File: config.mk
export PLATFORM = sky130hd
export DESIGN_NAME = blzss_ctrl
export DESIGN_NICKNAME = d
export VERILOG_FILES = /design/src/hdl/blzss_pkg.sv /design/src/hdl/blzss_ctrl.sv
export SDC_FILE = /design/constraint.sdc
export NUM_CORES = 1
export LEC_CHECK = 0
export ABC_AREA = 1
export BUFFER_PORTS_ARGS = -buffer_cell sky130_fd_sc_hd__buf_2
export CAP_MARGIN = 20
export CORE_AREA = 2 2 39 41
export DETAILED_ROUTE_END_ITERATION = 7
export DIE_AREA = 0 0 41 43
export GPL_ROUTABILITY_DRIVEN = 0
export PLACE_DENSITY = 0.32
export SYNTH_ARGS = -nofsm -noshare
export SYNTH_HDL_FRONTEND = slang
export SYNTH_SLANG_ARGS = --single-unit
File: constraint.sdc
create_clock -name clk -period 2.4 [get_ports clk]
set_clock_uncertainty 0.1 [all_clocks]
set_input_delay 0 -clock clk [delete_from_list [all_inputs] [get_ports clk]]
set_output_delay 0 -clock clk [all_outputs]
set_load 0.02 [all_outputs]
File: src/hdl/blzss_pkg.sv
// ----------------------------------------------------------------------------
// blzss_pkg
// Shared constants, types and helpers of the backward LZSS decoder.
// ----------------------------------------------------------------------------
package blzss_pkg;

    // History window depth; must be a power of two.
    localparam int WINDOW_DEPTH = 8192;
    localparam int WIN_AW       = $clog2(WINDOW_DEPTH);

    // Run status codes.
    localparam logic [1:0] ST_RUN  = 2'd0;
    localparam logic [1:0] ST_ERR  = 2'd1;
    localparam logic [1:0] ST_DONE = 2'd2;

    // Configuration register indexes.
    localparam int CFG_IDX_W = 2;
    localparam logic [CFG_IDX_W-1:0] CFG_ENCODED_LENGTH = 2'd0;
    localparam logic [CFG_IDX_W-1:0] CFG_OUTPUT_LENGTH  = 2'd1;

    // Token field constants.
    localparam logic [4:0]  MATCH_LEN_BIAS  = 5'd3;
    localparam logic [12:0] MATCH_DIST_BIAS = 13'd3;
    localparam logic [3:0]  FLAGS_PER_CTRL  = 4'd8;

    // Commands from the controller to the datapath.
    typedef struct packed {
        logic in_load;
        logic decode_fire;
        logic rd_issue;
        logic copy_fire;
    } blzss_cmd_t;

    // Status from the datapath to the controller.
    typedef struct packed {
        logic out_free;
        logic start_match;
        logic copy_last;
    } blzss_sts_t;

    // End-of-step check: finish or fail once the region or the output runs out.
    function automatic logic [1:0] settle(
        input logic [1:0]  halted,
        input logic        token_half,
        input logic [23:0] left_in,
        input logic [31:0] produced,
        input logic [31:0] out_len
    );
        logic [1:0] res;
        res = halted;
        if (halted == ST_RUN)
        begin
            if (token_half)
            begin
                if (left_in == 24'd0)
                    res = ST_ERR;
            end
            else if ((left_in == 24'd0) || (produced >= out_len))
            begin
                res = ST_DONE;
            end
        end
        return res;
    endfunction

endpackage

File: src/hdl/blzss_ctrl.sv
// ----------------------------------------------------------------------------
// blzss_ctrl
// Sequencer: takes an item, lets the datapath decode it, and steps the
// byte-by-byte match copy through the history memory.
// ----------------------------------------------------------------------------
module blzss_ctrl
    import blzss_pkg::*;
(
    input  logic       clk,
    input  logic       rst_n,
    input  logic       in_valid,
    output logic       in_stall,
    input  blzss_sts_t sts,
    output blzss_cmd_t cmd
);

    localparam logic [1:0] S_IDLE   = 2'd0;
    localparam logic [1:0] S_DECODE = 2'd1;
    localparam logic [1:0] S_RD     = 2'd2;
    localparam logic [1:0] S_COPY   = 2'd3;

    logic [1:0] state_reg;
    logic [1:0] state_next;

    always_comb
    begin
        state_next = state_reg;
        cmd        = '0;
        unique case (state_reg)
            S_IDLE:
            begin
                if (in_valid)
                begin
                    cmd.in_load = 1'b1;
                    state_next  = S_DECODE;
                end
            end
            S_DECODE:
            begin
                if (sts.out_free)
                begin
                    cmd.decode_fire = 1'b1;
                    state_next      = sts.start_match ? S_RD : S_IDLE;
                end
            end
            S_RD:
            begin
                cmd.rd_issue = 1'b1;
                state_next   = S_COPY;
            end
            S_COPY:
            begin
                if (sts.out_free)
                begin
                    cmd.copy_fire = 1'b1;
                    state_next    = sts.copy_last ? S_IDLE : S_RD;
                end
            end
            default:
            begin
                state_next = S_IDLE;
            end
        endcase
    end

    assign in_stall = (state_reg != S_IDLE);

    always_ff @(posedge clk or negedge rst_n)
    begin
        if (!rst_n)
            state_reg <= S_IDLE;
        else
            state_reg <= state_next;
    end

endmodule

-- Word level (Yosys, flattened, before mapping)
Cells that the tools add are included.
- equality and inequality tests: 6
- multiplexer cells: 12
- reduce and logical (&&, ||, !) cells: 3
- operators by type and width (cell ; count):
    2-bit 2-to-1 mux ; 5
    2-bit one-hot mux with 4 select lines ; 1
    1-bit 2-to-1 mux ; 6
    2-bit != test (second input constant) ; 3
    2-bit equality test (second input constant) ; 2
    3-bit AND reduction ; 1
    2-bit by 1-bit equality test with 1-bit output (second input constant) ; 1
    2-bit zero test ; 1
    2-bit nonzero test ; 1
- register bits after elaboration: 2
- input bits: 6
- output and inout bits: 5
- logic and storage cells: 22

-- Depth between registers and ports, before layout
Gate-level depths: netlist of the first run.
- depth in word-level cells: 3
- mapped depth: 3
- depth with buffers taken out: 3

-- Worst setup path after synthesis of the first run
OpenSTA, ideal clock, no wires.
- path type: flip-flop to output port
- start point: register state_reg[1]
- end point: output port cmd[3] (netlist name)
- arrival: 0.933 ns
- required time: 2.300 ns
- slack: 1.367 ns
- stages on the path, launching flop included: 4
- buffers on the path: 0
- cells stage by stage: dfrtp_1 -> nor2_1 -> inv_1 -> nor2_1
- RTL lines (what ; RTL line ; source):
    start: declaration ; blzss_ctrl.sv:22 ; logic [1:0] state_reg;
    start signal: assignment ; blzss_ctrl.sv:73 ; state_reg <= state_next;
    end: declaration ; blzss_ctrl.sv:14 ; output blzss_cmd_t cmd

-- Final worst setup path of the first run
- start point: register state_reg[1]
- end point: register state_reg[1]
- cells in the longest elaborated chain, start to end: 3
- elaborated cells on any way between the ends: 9
- those cells by class: 6 x eq/ne; 1 x mux; 2 x reduce/logical
- ends and longest elaborated chain (what ; RTL line ; source):
    2-bit by 1-bit equality test with 1-bit output, or another cell as far along ; blzss_ctrl.sv:29 ; unique case (state_reg)
    2-bit != test (no line) ; -- ;
    3-bit AND reduction (no line) ; -- ;
Several ways; a longest one is shown, not always the timed one.
A chain may end at the register's enable or synchronous reset.

==> results of run 1 <==
==> kinds of logic (layout without fill, tap and decap cells) <==
logic type | after synthesis | after routing | share of synthesized area
AO/OA/AOI/OAI | 1 | 1 | 0.0682
buffers and inverters | 3 | 22 | 0.102
flip-flops | 2 | 2 | 0.455
AND/OR/NAND/NOR | 10 | 10 | 0.375
==> power groups by stage <==
stage / Combinational [W] / Clock, W / Sequential (W)
floorplan: 0.0000649 / 0 / 0.0000591
global placement: 0.0000979 / 0 / 0.0000650
detailed placement: 0.0000968 / 0 / 0.0000632
CTS: 0.000118 / 0.0000798 / 0.0000628
global route: 0.000127 / 0.0000820 / 0.0000653
finish: 0.000117 / 0.0000735 / 0.0000624
==> cell usage after synthesis (all sizes together) <==
cell type  instances  area (um^2)
nor2               5         18.8
dfrtp              2         50.1
nand2              3         11.3
inv                3         11.3
nand4              1         6.26
nand3              1         5.00
a21boi             1         7.51
==> layer usage <==
| metal | wire length, um | share of wire | track usage | vias up |
|---|---|---|---|---|
| li1 | - | - | - | 88 |
| met1 | 198 | 0.53 | 0.0677 | 61 |
| met2 | 124 | 0.33 | 0.0500 | 11 |
| met3 | 52 | 0.14 | 0.0471 | 0 |
| met4 | 0 | 0 | 0.0600 | 0 |
| met5 | 0 | 0 | 0 | - |
==> worst max-delay path: stages, from the launching register on <==
cell and delay, ns:
dfrtp_1 0.40, inv_1 0.11, nand4_1 0.08, dlygate4sd3_1 0.56, nand2_1 0.05, dlygate4sd3_1 0.53
==> repair_timing <==
item,4_1_cts,5_1_grt
setup endpoints to repair,0,0
hold buffers,6,0
endpoints found under the hold margin,4,0
buffers inserted,0,0
gates resized for setup,0,0
==> worst max-delay path by stage <==
stage / cells after the start / to / startpoint / slack (ns)
3_5_place_dp: 4 / cmd[3] / state_reg[0] / 1.47
6_report: 5 / state_reg[1] / state_reg[1] / 0.51
3_3_place_gp: 4 / cmd[3] / state_reg[0] / 1.46
5_1_grt: 5 / state_reg[1] / state_reg[1] / 0.43
2_1_floorplan: 3 / cmd[3] / state_reg[1] / 1.37
4_1_cts: 5 / state_reg[1] / state_reg[1] / 0.50
==> cell type report <==
cell class | instances | area (um^2) | area share
Sequential cell | 2 | 50.0 | 0.190
Clock buffer | 3 | 22.5 | 0.0857
Tap cell | 16 | 20.0 | 0.0762
Multi-Input combinational cell | 11 | 48.8 | 0.186
Inverter | 3 | 11.3 | 0.0429
Timing Repair Buffer | 16 | 110 | 0.419
==> per-stage QoR <==
step / hold slack, ns / area (um^2) / total power (W)
2_1_floorplan: -0.396 / 110 / 0.000124
3_3_place_gp: -0.312 / 180 / 0.000163
3_5_place_dp: -0.311 / 180 / 0.000160
4_1_cts: 0.0235 / 263 / 0.000260
5_1_grt: 0.0396 / 263 / 0.000275
6_report: 0.0307 / 263 / 0.000252
==> cells in the final DEF, fill, tap and decap left out, drive strengths merged <==
cell type,instances
dlygate4sd3,6
clkbuf,3
buf,10
nor2,5
dfrtp,2
nand2,3
a21boi,1
nand4,1
nand3,1
inv,3
==> metrics, run 1 <==
maximum buffer depth of the clock tree=2; Synth Instances=16; Post-Layout Cell Count=51; sw frac=0.394; post-placement setup slack=1.47 ns; #FFs+latches synth=2; vias per cell=3.14; Worst-Skew Late Latency=0.22 ns; max_slew headroom=0.900; Top Ports=11; Worst setup SP type=register; DR DRC count=0; Worst Setup End Kind=register; Fmax achieved=530 MHz; Die Span Y=43 um; Synth cell types=7; hold path endpoint=state_reg[0]; fin crit period=1.89 ns; Area Growth Syn to Fin=139%; Syn Nets=22; synth warn=0; GRT overflow=0; Post-Syn Area per Cell=6.88 um^2; placed insts=42; Largest register FFs=2; Hold Crit Depth=3; Worst Path Arrival=1.95 ns; Pre-Repair DR Iteration Count=2; FF-to-FF path depth=5; sw power=0.0000995 W; core area=1380 um^2; fin nets=43; ant diodes=0; crit-path max FO=4; die area=1760 um^2; register share of total power=0.247; period utilization=0.787; Worst-path clk slew=0.03 ns; First DRT Iteration DRCs=3; Leak Pwr=0.141 nW; peak supply drop=0.255 mV; R2R Path End=state_reg[1]; part of the power in combinational logic=0.462; hold path start=sts[2]; vias in the first global route=145; Initial Utilization=0.0796; Fill cells=170; WL/cell=7.35 um; Mapped Area=110 um^2; max cap viols=0; Die W=41 um; initial antenna violation count=0; hold crit path type=in2reg; worst-margin pin slew=0.148 ns; Clock power frac=0.291; pwr dens=961 nW/um^2; Reg2Reg Launch Point=state_reg[1]; final core utilization=0.190; Max Slew Vio Count=0; Final HPWL DP=274 um; H-tree levels=1; Vias=160; status=finished clean; R2R setup slack=0.51 ns; total wire length=375 um; largest net degree at the start of global routing=6; crit path kind=reg2reg; layout cell share with drive strength beyond 1=0.371; internal power=0.000153 W; CTS Root Cell=clkbuf_4; total CTS buffers=3; first-pass GRT wire length=579 um; # rows=14; clock net sink count=2; post-synthesis sequential area ratio=0.455; total track usage=0.0553; setup violators final=0; # port buffers=10; CTS tree=done; Fin. Hold Viols=0; Routed Antenna Nets=0; RSZ-0062 raised after global routing=false; WP data required=2.46 ns; setup TNS=0 ns; final worst slack=0.512 ns
No activity file was read; power rests on OpenSTA's default activity.
==> run 2: changes to the inputs <==
PLACE_DENSITY = 0.33   (was 0.32)
clock period = 1.6 ns   (was 2.4 ns; I/O delays follow)
==> metrics, run 2 (synthesized netlist as in run 1, its figures left out) <==
initial antenna violation count=0; crit-path max FO=5; # rows=14; post_cts resized=0; Leak Pwr=0.143 nW; maximum buffer depth of the clock tree=2; CTS tree=done; Worst setup SP type=register; Top Ports=11; layout cell share with drive strength beyond 1=0.361; DR DRC count=0; ant diodes=0; most frequent CP cell=nand2_1; largest net degree at the start of global routing=6; vias per cell=3.25; fin nets=44; status=finished clean; commonest non-fill, non-tap cell in the layout=buf_2; Worst-path clk slew=0.03 ns; Vias=169; period utilization=0.866; Die W=41 um; max cap viols=0; commonest non-fill, non-tap cells in the layout=buf_2 (10), dlygate4sd3_1 (7), nor2_1 (5); H-tree levels=1; First DRT Iteration DRCs=2; Initial Utilization=0.0796; worst-margin pin slew=0.162 ns; max_slew headroom=0.892; Worst Setup End Kind=register; core area=1380 um^2; CTS Root Cell=clkbuf_4; Die Span Y=43 um; total power=0.000370 W; Worst-Skew Late Latency=0.22 ns; clock net sink count=2; peak supply drop=0.372 mV; first-pass GRT wire length=662 um; die area=1760 um^2; total track usage=0.0602; Critical Path Max Stage Delay=0.57 ns; Cell Chain, Critical Path=nand3_1 -> dlygate4sd3_1 -> nand2_1 -> nand2_1; Max Slew Vio Count=0; vias in the first global route=174; Worst Path Arrival=1.40 ns; total CTS buffers=3; setup violators final=0; Largest register FFs=2; total wire length=431 um; WL/cell=8.29 um; GRT overflow=0; # port buffers=10; Pre-Repair DR Iteration Count=4; cell family with most CP delay=buffers and inverters; Buf+Inv Stages, Crit Path=1; fin crit period=1.39 ns; Area Growth Syn to Fin=148%; hold crit path type=in2reg; WP data required=1.61 ns; pwr dens=1360 nW/um^2; crit path kind=reg2reg; Fmax achieved=721 MHz; Routed Antenna Nets=0; R2R setup slack=0.21 ns; RSZ-0062 raised after global routing=false; crit path max-delay cell type=dlygate4sd3_1; Fin. Hold Viols=0; setup TNS=0 ns
run 2: cell types whose count changed in the layout (fill, tap and decap cells not counted):
cell	delta
dlygate4sd3_1	+1
run 2: repair_timing:
action | 4_1_cts | 5_1_grt
endpoints found under the hold margin | 4 | 0
hold buffers | 7 | 0
buffers inserted | 0 | 0
run 2: layout make-up:
class                   count  area, um^2
fillers                   163        1110
repair buffers             17         120
flip-flops and latches      2        50.0
multi-input cells          11        48.8
clock buffers               3        22.5
well taps                  16        20.0
inverters                   3        11.3
run 2: worst paths after layout:
check	depth (start not counted)	start	endpoint
setup / recovery	4	state_reg[0]	state_reg[1]
hold / removal	3	sts[2]	state_reg[0]
setup reg to reg	4	state_reg[0]	state_reg[1]
hold reg to reg	2	state_reg[1]	state_reg[1]
max in group asynchronous	3	rst_n	state_reg[1]
min in group asynchronous	3	rst_n	state_reg[0]
run 2: per-layer routing:
| metal | track usage | vias to the layer above | wire length, um |
|---|---|---|---|
| met5 | 0 | - | 0 |
| met4 | 0.0800 | 0 | 0 |
| met3 | 0.0157 | 0 | 53 |
| met2 | 0.0625 | 15 | 157 |
| met1 | 0.0804 | 65 | 220 |
| li1 | - | 89 | - |
run 2: worst reg2reg max path, delay by kind of cell, from the launching register on:
kind | cells | cell delay, ns
flops | 1 | 0.40
simple gates | 3 | 0.20
buf+inv | 1 | 0.57
run 2: stage by stage:
stage          worst slack, ns  utilization  cells  hold WS (ns)  area, um^2
2_1_floorplan            0.567            -     16        -0.396         110
3_3_place_gp             0.664        0.130     42        -0.309         180
3_5_place_dp             0.676        0.130     42        -0.313         180
4_1_cts                  0.233        0.197     52        0.0213         273
5_1_grt                  0.147        0.197     52        0.0435         273
6_report                 0.214        0.197     52        0.0281         273
run 2: power breakdown:
group	internal [W]	switching [W]
combinational	0.0000643	0.0000990
clock	0.0000827	0.0000283
sequential	0.0000712	0.0000248
==> run 3: changes to the inputs <==
ABC_AREA = default   (was 1)
==> metrics, run 3 <==
status=finished clean; peak supply drop=0.687 mV; post-synth top area share=0.460; CTS Root Cell=clkbuf_4; synth warn=0; Die W=41 um; Setup Buffers After CTS=0; RSZ-0062 raised after global routing=false; GRT overflow=0; pwr dens=1340 nW/um^2; total wire length=411 um; ant diodes=0; total CTS buffers=3; Synth Instances=12; Max Slew Vio Count=0; DR DRC count=0; maximum buffer depth of the clock tree=2; layout cell share with drive strength beyond 1=0.452; Worst-path clk slew=0.03 ns; First DRT Iteration DRCs=2; post-synthesis sequential area ratio=0.460; total track usage=0.0633; crit-path max FO=4; Fin. Hold Viols=0; Area contributors post-synth=dfrtp_1 (46%), a41oi_1 (8.0%), or2_4 (8.0%), nor2_1 (6.9%), o21a_1 (6.9%); Final HPWL DP=293 um; Synth cell types=10; Routed Antenna Nets=0; # port buffers=10; post_cts resized=0; Vias=148; period utilization=0.913; largest net degree at the start of global routing=7; Mapped Area=109 um^2; setup TNS=0 ns; Top Ports=11; Pre-Repair DR Iteration Count=2; worst-margin pin slew=0.173 ns; Leak Pwr=0.130 nW; setup violators final=0; max_slew headroom=0.885; R2R setup slack=0.18 ns; placed insts=38; Worst setup SP type=input port; Post-Layout Cell Count=47; post-placement setup slack=0.548 ns; Initial Utilization=0.0787; Worst Setup End Kind=register; first-pass GRT wire length=655 um; post-synthesis async set-or-reset flop share=1.00; Die Span Y=43 um; fin nets=39; vias in the first global route=145; #FFs+latches synth=2; Syn Nets=18; crit path kind=in2reg; final core utilization=0.189; Worst Path Arrival=1.45 ns; max cap viols=0; top cells by count, synth=dfrtp_1 (2), nor2_1 (2); hold buffers post-CTS=6; Worst-Skew Late Latency=0.22 ns; commonest non-fill, non-tap cells in the layout=buf_2 (10), dlygate4sd3_1 (6), clkbuf_4 (3), nor2_1 (2), dfrtp_1 (2); WP data required=1.59 ns; H-tree levels=1; Largest register FFs=2; core area=1380 um^2; clock net sink count=2; commonest non-fill, non-tap cell in the layout=buf_2; initial antenna violation count=0; final worst slack=0.139 ns; hold crit path type=in2async; Hold WS=0.0126 ns; Yosys top cell by area=dfrtp_1; number of synthesized flops with an enable pin=0; fin crit period=1.46 ns; Area Growth Syn to Fin=140%; # rows=14; CTS tree=done; WL/cell=8.74 um; Fmax achieved=684 MHz; Post-Syn Area per Cell=9.07 um^2; vias per cell=3.15; Post-synth top flop=dfrtp_1; die area=1760 um^2
run 3: area by class of cell:
type	count	area, um^2
Tap cell	16	20.0
Clock buffer	3	22.5
Sequential cell	2	50.0
Inverter	1	3.75
Timing Repair Buffer	16	110
Fill cell	162	1120
Multi-Input combinational cell	9	55.1
run 3: cell families after synthesis:
family,Yosys count,share of synthesized area
AO/OA/AOI/OAI,3,0.207
buffers and inverters,1,0.0344
flip-flops,2,0.460
AND/OR/NAND/NOR,6,0.299
run 3: path summary, 6_finish.rpt:
kind	from	to	depth (start not counted)
worst max-delay path	sts[2]	state_reg[1]	5
min in group clk	in_valid	state_reg[0]	3
worst max register to register	state_reg[0]	state_reg[1]	3
max in group asynchronous	rst_n	state_reg[0]	3
worst min-delay path	rst_n	state_reg[1]	2
worst min register to register	state_reg[0]	state_reg[0]	2
run 3: metal layers:
metal  vias to the layer above  track usage  wire [um]
met1                        55       0.0836        230
met2                        11       0.0531        107
met4                         0       0.0400          0
li1                         82            -          -
met3                         0       0.0733         73
met5                         -            0          0
run 3: worst max-delay path, cell delays in order:
cell and delay [ns]:
dlygate4sd3_1 0.53, buf_2 0.14, a31oi_1 0.15, a41oi_1 0.06, dlygate4sd3_1 0.57
run 3: through the flow:
step           total power, W  instance area (um^2)
6_report             0.000352                   262
4_1_cts              0.000361                   262
2_1_floorplan        0.000173                   109
5_1_grt              0.000388                   262
3_5_place_dp         0.000219                   179
3_3_place_gp         0.000214                   179
run 3: where the power goes:
| group | total [W] | internal (W) | switching, W |
|---|---|---|---|
| Combinational | 0.000151 | 0.0000767 | 0.0000741 |
| Sequential | 0.0000927 | 0.0000686 | 0.0000242 |
| Clock | 0.000108 | 0.0000825 | 0.0000257 |
| Total | 0.000352 | 0.000228 | 0.000124 |
